**src/hw/rtl/gctp_pkg.sv**
```systemverilog
// Shared types and constants for the geo coordinate text parser.
// No dependencies; used by geo_coordinate_text_parser.
package gctp_pkg;

  localparam int unsigned STATUS_W = 3;
  localparam int unsigned COORD_W  = 32;
  localparam int unsigned CHAR_W   = 8;
  localparam int unsigned DEG_W    = 8;
  localparam int unsigned FRAC_W   = 24;
  localparam int unsigned CNT_W    = 3;
  localparam int unsigned WEIGHT_W = 20;

  // result status codes
  localparam logic [STATUS_W-1:0] ST_OK      = 3'd0;
  localparam logic [STATUS_W-1:0] ST_FORMAT  = 3'd1;
  localparam logic [STATUS_W-1:0] ST_MINUTES = 3'd2;
  localparam logic [STATUS_W-1:0] ST_LAT     = 3'd3;
  localparam logic [STATUS_W-1:0] ST_LON     = 3'd4;

  localparam logic [COORD_W-1:0] UNITS_PER_DEGREE = 32'd6000000;
  localparam logic [11:0]        LIMIT_LAT        = 12'd90;
  localparam logic [11:0]        LIMIT_LON        = 12'd180;
  localparam logic [CNT_W-1:0]   DEC_DIGITS       = 3'd6;
  localparam logic [CNT_W-1:0]   DEC_COUNT_MAX    = 3'd7;
  localparam logic [CNT_W-1:0]   MIN_DIGITS       = 3'd2;

  // ASCII codes
  localparam logic [CHAR_W-1:0] CH_0      = 8'h30;
  localparam logic [CHAR_W-1:0] CH_9      = 8'h39;
  localparam logic [CHAR_W-1:0] CH_PLUS   = 8'h2b;
  localparam logic [CHAR_W-1:0] CH_MINUS  = 8'h2d;
  localparam logic [CHAR_W-1:0] CH_POINT  = 8'h2e;
  localparam logic [CHAR_W-1:0] CH_COMMA  = 8'h2c;
  localparam logic [CHAR_W-1:0] CH_N_UP   = 8'h4e;
  localparam logic [CHAR_W-1:0] CH_N_LO   = 8'h6e;
  localparam logic [CHAR_W-1:0] CH_S_UP   = 8'h53;
  localparam logic [CHAR_W-1:0] CH_S_LO   = 8'h73;
  localparam logic [CHAR_W-1:0] CH_E_UP   = 8'h45;
  localparam logic [CHAR_W-1:0] CH_E_LO   = 8'h65;
  localparam logic [CHAR_W-1:0] CH_W_UP   = 8'h57;
  localparam logic [CHAR_W-1:0] CH_W_LO   = 8'h77;

  typedef struct packed {
    logic point;
    logic letter;
    logic digit;
    logic sign;
  } seen_t;

  // weight of a fraction digit by position, in 1/6000000 degree
  function automatic logic [WEIGHT_W-1:0] digit_weight(input logic minutes,
                                                       input logic [CNT_W-1:0] pos);
    logic [WEIGHT_W-1:0] w;
    w = '0;
    if (minutes) begin
      case (pos)
        3'd0:    w = 20'd1000000;
        3'd1:    w = 20'd100000;
        default: w = '0;
      endcase
    end else begin
      case (pos)
        3'd0:    w = 20'd600000;
        3'd1:    w = 20'd60000;
        3'd2:    w = 20'd6000;
        3'd3:    w = 20'd600;
        3'd4:    w = 20'd60;
        3'd5:    w = 20'd6;
        default: w = '0;
      endcase
    end
    return w;
  endfunction

endpackage

```
**src/hw/rtl/geo_coordinate_text_parser.sv**
```systemverilog
// Top level of the geo coordinate text parser: input register, parse step, result register.
// Depends on gctp_pkg.
//
//  channel | dir | tdata                  | tuser
//  in_     | in  | [7:0] character        | [0] action (1 = end), [1] is_longitude
//  out_    | out | [31:0] coordinate      | [2:0] status
//
// One character per cycle while the input register is not stalled. Each word goes
// through the input register, then the parse logic updates the state; an end word
// loads the result register. The input register stalls only while an end word
// waits for a full result register. rst_n is synchronous and clears all control
// and parse state.
module geo_coordinate_text_parser (
  input  logic        clk,
  input  logic        rst_n,
  input  logic        in_tvalid,
  output logic        in_tready,
  input  logic [7:0]  in_tdata,   // [7:0] character
  input  logic [1:0]  in_tuser,   // [0] action, [1] is_longitude
  output logic        out_tvalid,
  input  logic        out_tready,
  output logic [31:0] out_tdata,  // [31:0] coordinate
  output logic [2:0]  out_tuser   // [2:0] status
);

  // input register
  logic                           s1_valid_r;
  logic [gctp_pkg::CHAR_W-1:0]    s1_char_r;
  logic                           s1_end_r;
  logic                           s1_lon_r;

  // parse state
  logic [gctp_pkg::DEG_W-1:0]     deg_r,   deg_nxt;
  logic [gctp_pkg::FRAC_W-1:0]    frac_r,  frac_nxt;
  logic [gctp_pkg::CNT_W-1:0]     cnt_r,   cnt_nxt;
  logic                           in_frac_r, in_frac_nxt;
  logic                           min_mode_r, min_mode_nxt;
  gctp_pkg::seen_t                seen_r,  seen_nxt;
  logic                           neg_r,   neg_nxt;
  logic [gctp_pkg::STATUS_W-1:0]  err_r,   err_nxt;

  // result register
  logic                           out_valid_r;
  logic [gctp_pkg::STATUS_W-1:0]  out_status_r;
  logic [gctp_pkg::COORD_W-1:0]   out_coord_r, out_coord_nxt;

  logic                           adv;
  logic [3:0]                     digit;
  logic [11:0]                    deg_try;
  logic [11:0]                    limit;
  logic [gctp_pkg::FRAC_W-1:0]    frac_add;
  logic [gctp_pkg::COORD_W-1:0]   total;

  function automatic logic [gctp_pkg::FRAC_W-1:0] FRAC_W_CAST(
      input logic [3:0] d, input logic [gctp_pkg::WEIGHT_W-1:0] w);
    return {4'd0, w} * {20'd0, d};
  endfunction

  assign adv       = s1_valid_r && (!s1_end_r || !out_valid_r || out_tready);
  assign in_tready = !s1_valid_r || adv;

  assign digit    = s1_char_r[3:0];
  assign deg_try  = {4'd0, deg_r} * 12'd10 + {8'd0, digit};
  assign limit    = s1_lon_r ? gctp_pkg::LIMIT_LON : gctp_pkg::LIMIT_LAT;
  assign frac_add = FRAC_W_CAST(digit, gctp_pkg::digit_weight(min_mode_r, cnt_r));
  assign total    = {24'd0, deg_r} * gctp_pkg::UNITS_PER_DEGREE + {8'd0, frac_r};

  always_comb begin
    deg_nxt       = deg_r;
    frac_nxt      = frac_r;
    cnt_nxt       = cnt_r;
    in_frac_nxt   = in_frac_r;
    min_mode_nxt  = min_mode_r;
    seen_nxt      = seen_r;
    neg_nxt       = neg_r;
    err_nxt       = err_r;
    out_coord_nxt = '0;
    if (err_r == gctp_pkg::ST_OK) begin
      out_coord_nxt = neg_r ? (32'd0 - total) : total;
    end

    if (adv) begin
      if (s1_end_r) begin
        deg_nxt      = '0;
        frac_nxt     = '0;
        cnt_nxt      = '0;
        in_frac_nxt  = 1'b0;
        min_mode_nxt = 1'b0;
        seen_nxt     = '0;
        neg_nxt      = 1'b0;
        err_nxt      = gctp_pkg::ST_OK;
      end else if (err_r == gctp_pkg::ST_OK) begin
        if (s1_char_r inside {[gctp_pkg::CH_0:gctp_pkg::CH_9]}) begin
          seen_nxt.digit = 1'b1;
          if (in_frac_r) begin
            if (min_mode_r) begin
              if (cnt_r >= gctp_pkg::MIN_DIGITS) begin
                err_nxt = gctp_pkg::ST_MINUTES;
              end else begin
                frac_nxt = frac_r + frac_add;
                cnt_nxt  = cnt_r + 3'd1;
              end
            end else begin
              if (cnt_r < gctp_pkg::DEC_DIGITS) begin
                frac_nxt = frac_r + frac_add;
              end
              if (cnt_r < gctp_pkg::DEC_COUNT_MAX) begin
                cnt_nxt = cnt_r + 3'd1;
              end
            end
          end else if (deg_try > limit) begin
            err_nxt = s1_lon_r ? gctp_pkg::ST_LON : gctp_pkg::ST_LAT;
          end else begin
            deg_nxt = deg_try[gctp_pkg::DEG_W-1:0];
          end
        end else begin
          case (s1_char_r)
            gctp_pkg::CH_N_UP, gctp_pkg::CH_N_LO,
            gctp_pkg::CH_S_UP, gctp_pkg::CH_S_LO,
            gctp_pkg::CH_E_UP, gctp_pkg::CH_E_LO,
            gctp_pkg::CH_W_UP, gctp_pkg::CH_W_LO: begin
              // the low five bits of a letter code are the same in both cases
              if (seen_r.letter || seen_r.sign || seen_r.point) begin
                err_nxt = gctp_pkg::ST_FORMAT;
              end else if ((s1_char_r[4:0] == gctp_pkg::CH_E_UP[4:0] ||
                            s1_char_r[4:0] == gctp_pkg::CH_W_UP[4:0]) != s1_lon_r) begin
                err_nxt = gctp_pkg::ST_FORMAT;
              end else begin
                seen_nxt.letter = 1'b1;
                in_frac_nxt     = 1'b1;
                min_mode_nxt    = 1'b1;
                neg_nxt         = (s1_char_r[4:0] == gctp_pkg::CH_S_UP[4:0]) ||
                                  (s1_char_r[4:0] == gctp_pkg::CH_W_UP[4:0]);
              end
            end
            gctp_pkg::CH_PLUS, gctp_pkg::CH_MINUS: begin
              if (seen_r.letter || seen_r.digit || seen_r.point) begin
                err_nxt = gctp_pkg::ST_FORMAT;
              end else begin
                seen_nxt.sign = 1'b1;
                neg_nxt       = (s1_char_r == gctp_pkg::CH_MINUS);
              end
            end
            gctp_pkg::CH_POINT, gctp_pkg::CH_COMMA: begin
              if (seen_r.letter || seen_r.point) begin
                err_nxt = gctp_pkg::ST_FORMAT;
              end else begin
                seen_nxt.point = 1'b1;
                in_frac_nxt    = 1'b1;
                min_mode_nxt   = 1'b0;
              end
            end
            default: begin
              err_nxt = gctp_pkg::ST_FORMAT;
            end
          endcase
        end
      end
    end
  end

  always_ff @(posedge clk) begin
    if (!rst_n) begin
      s1_valid_r  <= 1'b0;
      out_valid_r <= 1'b0;
      deg_r       <= '0;
      frac_r      <= '0;
      cnt_r       <= '0;
      in_frac_r   <= 1'b0;
      min_mode_r  <= 1'b0;
      seen_r      <= '0;
      neg_r       <= 1'b0;
      err_r       <= gctp_pkg::ST_OK;
    end else begin
      if (in_tready) begin
        s1_valid_r <= in_tvalid;
      end
      if (adv && s1_end_r) begin
        out_valid_r <= 1'b1;
      end else if (out_tready) begin
        out_valid_r <= 1'b0;
      end
      deg_r      <= deg_nxt;
      frac_r     <= frac_nxt;
      cnt_r      <= cnt_nxt;
      in_frac_r  <= in_frac_nxt;
      min_mode_r <= min_mode_nxt;
      seen_r     <= seen_nxt;
      neg_r      <= neg_nxt;
      err_r      <= err_nxt;
    end
  end

  // payload registers, no reset
  always_ff @(posedge clk) begin
    if (in_tready && in_tvalid) begin
      s1_char_r <= in_tdata;
      s1_end_r  <= in_tuser[0];
      s1_lon_r  <= in_tuser[1];
    end
    if (adv && s1_end_r) begin
      out_status_r <= err_r;
      out_coord_r  <= out_coord_nxt;
    end
  end

  assign out_tvalid = out_valid_r;
  assign out_tdata  = out_coord_r;
  assign out_tuser  = out_status_r;

endmodule

```
**config.mk**
```make
export PLATFORM = sky130hd
export DESIGN_NAME = geo_coordinate_text_parser
export DESIGN_NICKNAME = d
export VERILOG_FILES = /design/src/hw/rtl/gctp_pkg.sv /design/src/hw/rtl/geo_coordinate_text_parser.sv
export SDC_FILE = /design/constraint.sdc
export NUM_CORES = 1
export LEC_CHECK = 0
export ABC_AREA = 1
export BUFFER_PORTS_ARGS = -buffer_cell sky130_fd_sc_hd__buf_2
export CAP_MARGIN = 20
export CORE_ASPECT_RATIO = 1.2
export CORE_MARGIN = 5
export CORE_UTILIZATION = 45
export DETAILED_ROUTE_END_ITERATION = 10
export PLACE_DENSITY = 0.63
export SLEW_MARGIN = 40
export SYNTH_ARGS = -nofsm -noshare
export SYNTH_HDL_FRONTEND = slang
export SYNTH_SLANG_ARGS = --single-unit
```
**constraint.sdc**
```tcl
create_clock -name clk -period 7.1 [get_ports clk]
set_input_delay 0.355 -clock clk [delete_from_list [all_inputs] [get_ports clk]]
set_output_delay 0.355 -clock clk [all_outputs]
set_load 0.05 [all_outputs]
```
==> impl_metrics.env, run 1 <==
export IMPL_status="completed"
export IMPL_clock_path_buffers=2
export IMPL_syn_num_nets=1886
export IMPL_via_per_inst=5.10
export IMPL_yosysWarnings=0
export IMPL_synth_top_area_frac=0.150
export IMPL_layout_cells_non_filler=2026
export IMPL_crit_fanout=11
export IMPL_post_route_util=0.489
export IMPL_period_needed_ps=6120
export IMPL_finalCritPeriodShare=0.862
export IMPL_cts_tree="built"
export IMPL_cts_sinks=90
export IMPL_arrival_ps=6240
export IMPL_grt_overflow_total=0
export IMPL_synth_main_ff_cell="dfxtp_1"
export IMPL_mostFrequentLayoutCell="nand2_1"
export IMPL_worstSetupPathType="reg2reg"
export IMPL_cts_htree_levels=3
export IMPL_start_util=0.454
export IMPL_postRouteAntennaNets=0
export IMPL_wl_per_cell_um=14.3
export IMPL_critPathLaunchType="flop"
export IMPL_slowest_delay_ps=660
export IMPL_final_cell_mix="383 x nand2_1, 301 x inv_1, 146 x nor2_1"
export IMPL_drt_iter0_markers=437
export IMPL_p_leak_nw=6.70
export IMPL_io_pins=51
export IMPL_globalplace_congestion=0.915
export IMPL_finClkSkew_ps=10.9
export IMPL_synth_edf_count=44
export IMPL_wl_um=29000
export IMPL_dr_pass1_iters=5
export IMPL_worst_r2r_setup_slack_ps=980
export IMPL_worst_pin_slew_ps=815
export IMPL_rsz0062_at_grt="false"
export IMPL_grt_total_usage=0.203
export IMPL_grt_pass1_wl_um=49500
export IMPL_ys_seq_area_frac=0.189
export IMPL_postCtsSetupRepairBufs=0
export IMPL_synth_top_cell_by_area="fa_1"
export IMPL_finalHoldViolCount=0
export IMPL_antenna_cells=0
export IMPL_via_count=10300
export IMPL_grt_pass1_vias=10300
export IMPL_power_mw=1.65
export IMPL_nets=1929
export IMPL_synth_cell_types=58
export IMPL_ctsRootBufferMaster="clkbuf_16"
export IMPL_yosys_top_cells_area="fa_1 15%, ha_1 15%, nand2_1 12%"
export IMPL_worstRegToRegCells=28
export IMPL_ctsHoldBuffers=0
export IMPL_coreArea_mm2=0.0261
export IMPL_finalSetupViolCount=0
export IMPL_worstSetupEndpointType="flop"
export IMPL_rows=65
export IMPL_postSynthAreaPerCell_um2=7.21
export IMPL_die_w_um=158
export IMPL_hold_depth=1
export IMPL_hold_path_class="in2reg"
export IMPL_antenna_found_initial=0
export IMPL_die_h_um=188
export IMPL_crit_required_ps=7220
export IMPL_slew_viol_final=0
export IMPL_max_freq_ghz=0.163
export IMPL_ctsResizeCount=0
export IMPL_dp_hpwl_um=24500
export IMPL_insertion_delay_ps=360
export IMPL_place_inst=2010
export IMPL_numCtsBuffers=9
export IMPL_slew_headroom=0.457
export IMPL_post_place_ws_ps=1030
export IMPL_layout_drive_gt1_share=0.0639
export IMPL_p_per_area_mw_per_mm2=129
export IMPL_peakVddDrop_mv=0.137
export IMPL_fillCellCount=2609
export IMPL_route_detailed_drc=0
export IMPL_clk_transition_reported_paths_ps=80
export IMPL_final_setup_worst_slack_ps=981
export IMPL_portBuffers=49
export IMPL_async_flop_share=0
export IMPL_netlist_instances=1643
export IMPL_syn_area_mm2=0.0118
export IMPL_die_area_mm2=0.0297
export IMPL_grt_max_degree=37
export IMPL_syn_to_final_growth_pct=7.87
export IMPL_cap_violations=0
export IMPL_crit_slowest_cell="dfxtp_1"
export IMPL_tns_ps=0
export IMPL_ys_ff_latch=90
## synth_stat cells, types with 2 or more instances
cell type / count
edfxtp_1: 44
nor4_1: 2
a21o_1: 5
nor2_2: 5
o21ai_0: 63
xor2_1: 24
ha_1: 140
xnor2_1: 20
nand3b_1: 10
clkbuf_1: 16
nor3_1: 34
and2_1: 3
and3_1: 3
nand2_1: 383
o21ai_1: 6
o21bai_1: 3
inv_1: 301
nor3_4: 2
a31oi_1: 8
o211ai_1: 2
nand3_1: 65
nor2_1: 146
o21a_1: 7
nand2_2: 3
buf_1: 3
nor2_4: 4
nand4_1: 30
nand3_2: 5
a21boi_0: 6
or2_2: 5
a211oi_1: 2
a21oi_1: 130
dfxtp_1: 46
clkinv_1: 3
fa_1: 89
buf_4: 3
## state kept, by name (all words and copies together) (netlist names)
| register | count |
|---|---|
| out_tuser | 3 |
| neg_r | 1 |
| deg_r | 8 |
| err_r | 3 |
| out_tvalid | 1 |
| s1_end_r | 1 |
| s1_char_r | 8 |
| seen_r | 4 |
| in_frac_r | 1 |
| cnt_r | 3 |
| s1_valid_r | 1 |
| frac_r | 23 |
| min_mode_r | 1 |
| out_tdata | 31 |
| s1_lon_r | 1 |
## final timing paths
kind	from	endpoint
max reg2reg	deg_r[7]$_SDFFE_PN0P_	out_tdata[31]$_SDFFCE_PN0P_
max	deg_r[7]$_SDFFE_PN0P_	out_tdata[31]$_SDFFCE_PN0P_
min reg2reg	seen_r[3]$_SDFFE_PN0P_	seen_r[3]$_SDFFE_PN0P_
min	in_tdata[2]	s1_char_r[2]$_DFFE_PP_
## layout make-up
cell class                      count  area, um^2  share of cell area
Multi-Input combinational cell   1224        8350               0.654
Sequential cell                    90        2240               0.175
Inverter                          305        1140              0.0896
Tap cell                          335         419              0.0328
Timing Repair Buffer               56         302              0.0236
Clock buffer                       11         275              0.0215
Clock inverter                      5        41.3             0.00323
## report_power, final
part / switching [mW] / internal (mW) / total, mW
logic: 0.351 / 0.191 / 0.542
clock network: 0.233 / 0.284 / 0.517
registers: 0.0212 / 0.565 / 0.587
## logic make-up (layout without fill, tap and decap cells)
logic type,Yosys count,count (layout),synth area share
simple gates,708,708,0.260
buf+inv,329,377,0.106
compound gates,240,240,0.110
other cells,1,1,0.000317
xor+xnor,46,46,0.0362
flops,90,90,0.189
fa+ha+maj,229,229,0.298
## layer usage
layer / vias to the layer above / wire length [um] / GRT usage
met2: 192 / 14100 / 0.350
met3: 54 / 964 / 0.0199
met4: 0 / 925 / 0.0696
met5: - / 0 / 0
met1: 4730 / 13000 / 0.264
li1: 5354 / - / -
## metrics by stage
step / area, um^2 / hold WS, ps
2_1_floorplan: 11800 / 437
3_3_place_gp: 12400 / 452
3_5_place_dp: 12500 / 468
4_1_cts: 12800 / 151
5_1_grt: 12800 / 155
6_report: 12800 / 170
## critical path, delay by kind of cell, from the launching register on
family,cells,cell delay [ps]
simple gates,13,1500
compound gates,2,480
flops,1,660
buf+inv,4,220
fa+ha+maj,6,2390
xor+xnor,3,610
(Power assumes the default switching activity.)
==> run 2: changes to the inputs <==
--- a/config.mk
+++ b/config.mk
@@ -7,12 +7,12 @@
 export LEC_CHECK = 0
 export ABC_AREA = 1
 export BUFFER_PORTS_ARGS = -buffer_cell sky130_fd_sc_hd__buf_2
-export CAP_MARGIN = 20
+export CAP_MARGIN = 25
 export CORE_ASPECT_RATIO = 1.2
 export CORE_MARGIN = 5
 export CORE_UTILIZATION = 45
 export DETAILED_ROUTE_END_ITERATION = 10
-export PLACE_DENSITY = 0.63
+export PLACE_DENSITY = 0.6
 export SLEW_MARGIN = 40
 export SYNTH_ARGS = -nofsm -noshare
 export SYNTH_HDL_FRONTEND = slang
==> impl_metrics.env, run 2 (synthesized netlist as in run 1, its figures left out) <==
export IMPL_status="completed"
export IMPL_cap_violations=0
export IMPL_slew_viol_final=0
export IMPL_finalCritPeriodShare=0.872
export IMPL_cts_tree="built"
export IMPL_whs_ps=170
export IMPL_p_per_area_mw_per_mm2=130
export IMPL_via_per_inst=5.11
export IMPL_grt_pass1_vias=10200
export IMPL_portBuffers=49
export IMPL_dp_hpwl_um=24900
export IMPL_ctsHoldBuffers=0
export IMPL_finish_instance_area_mm2=0.0128
export IMPL_wl_um=29600
export IMPL_grt_pass1_wl_um=49700
export IMPL_die_w_um=158
export IMPL_rsz0062_at_grt="false"
export IMPL_hold_path_class="in2reg"
export IMPL_r2r_start="deg_r[7]$_SDFFE_PN0P_"
export IMPL_worstSetupPathType="reg2reg"
export IMPL_grtUsageMet1=0.269
export IMPL_grt_total_usage=0.205
export IMPL_finalSetupViolCount=0
export IMPL_clk_transition_reported_paths_ps=70
export IMPL_antenna_cells=0
export IMPL_syn_to_final_growth_pct=8.02
export IMPL_post_route_util=0.490
export IMPL_layout_drive_gt1_share=0.0638
export IMPL_mostFrequentLayoutCell="nand2_1"
export IMPL_fillCellCount=2674
export IMPL_crit_fanout=11
export IMPL_die_h_um=188
export IMPL_drt_iter0_markers=499
export IMPL_place_inst=2010
export IMPL_setup_worst_path_end="out_tdata[31]$_SDFFCE_PN0P_"
export IMPL_dpl_cell_area_mm2=0.0125
export IMPL_nets=1930
export IMPL_worstSetupEndpointType="flop"
export IMPL_arrival_ps=6310
export IMPL_use_met2=0.357
export IMPL_power_mw=1.66
export IMPL_globalplace_congestion=0.924
export IMPL_use_met3=0.0189
export IMPL_route_detailed_drc=0
export IMPL_ff_latch_area_mm2=0.00224
export IMPL_final_cell_mix="383 x nand2_1, 301 x inv_1, 146 x nor2_1"
export IMPL_p_leak_nw=6.71
export IMPL_clock_path_buffers=2
export IMPL_worst_pin_slew_ps=813
export IMPL_busiest_layer="met2"
export IMPL_peakVddDrop_mv=0.144
export IMPL_ctsRootBufferMaster="clkbuf_16"
export IMPL_grt_overflow_total=0
export IMPL_critPathLaunchType="flop"
export IMPL_worst_r2r_setup_slack_ps=910
export IMPL_post_place_ws_ps=939
export IMPL_numCtsBuffers=9
export IMPL_layout_cells_non_filler=2027
export IMPL_crit_required_ps=7220
export IMPL_max_freq_ghz=0.162
export IMPL_slew_headroom=0.458
export IMPL_largest_reg_flops=31
export IMPL_worstRegToRegCells=26
export IMPL_antenna_found_initial=0
export IMPL_via_count=10400
export IMPL_io_pins=51
export IMPL_dr_pass1_iters=5
export IMPL_coreArea_mm2=0.0261
export IMPL_tns_ps=0
export IMPL_ctsResizeCount=0
export IMPL_cts_sinks=90
export IMPL_critPathLaunch="deg_r[7]$_SDFFE_PN0P_"
export IMPL_wl_per_cell_um=14.6
export IMPL_final_setup_worst_slack_ps=912
export IMPL_rows=65
export IMPL_insertion_delay_ps=360
export IMPL_cts_htree_levels=3
export IMPL_period_needed_ps=6190
export IMPL_postCtsSetupRepairBufs=0
export IMPL_postRouteAntennaNets=0
export IMPL_start_util=0.454
export IMPL_multi_input_area_mm2=0.00835
export IMPL_finalHoldViolCount=0
export IMPL_die_area_mm2=0.0297
export IMPL_grt_max_degree=36
export IMPL_r2r_end="out_tdata[31]$_SDFFCE_PN0P_"
export IMPL_finClkSkew_ps=14.3
run 2: cell count changes in the layout (fill, tap and decap cells not counted), sizes merged:
cell	previous run	this run
clkinvlp	2	1
bufinv	0	1
clkbuf	11	12
buf	56	57
clkinv	4	3
run 2: final cells by class:
type | instances | share of cell area
clock buffer | 12 | 0.0209
clock inverter | 4 | 0.00430
inverter | 305 | 0.0895
multi-input combinational | 1224 | 0.653
sequential | 90 | 0.175
tap | 335 | 0.0328
timing repair buffer | 57 | 0.0244
run 2: where the power goes:
group / internal (mW) / switching (mW)
registers: 0.565 / 0.0202
clock network: 0.307 / 0.227
logic: 0.192 / 0.351
run 2: worst max-delay path, stage by stage (launching register included):
cell     delay (ps)
dfxtp_1         630
ha_1            350
xnor2_1         330
ha_1            320
fa_1            500
inv_1            50
fa_1            490
inv_1            40
ha_1            340
nand2_1          90
nor2_1          140
inv_1            60
o21ai_0         270
xor2_1          200
ha_1            310
a21oi_1         210
o21ai_0         160
a21oi_1         190
nand3_2         160
xnor2_1         310
nand2_1         130
nor2_1          110
nand3_1         100
o21ai_2         220
nand3_1         110
nand2_1          60
nor2_1           40
run 2: routing by layer:
metal | wire length (um) | share of wire
met1 | 13500 | 0.46
met2 | 14600 | 0.49
met3 | 863 | 0.029
met4 | 634 | 0.021
met5 | 0 | 0
run 2: worst min path at each step:
stage	from	endpoint	slack (ps)	cells after the start
final	in_tdata[6]	s1_char_r[6]$_DFFE_PP_	170	1
after global routing	in_tdata[1]	s1_char_r[1]$_DFFE_PP_	160	1
after CTS	in_tdata[6]	s1_char_r[6]$_DFFE_PP_	160	1
after detailed placement	seen_r[3]$_SDFFE_PN0P_	seen_r[3]$_SDFFE_PN0P_	470	2
after global placement	seen_r[3]$_SDFFE_PN0P_	seen_r[3]$_SDFFE_PN0P_	450	2
after floorplan	seen_r[0]$_SDFFE_PN0P_	seen_r[0]$_SDFFE_PN0P_	440	2
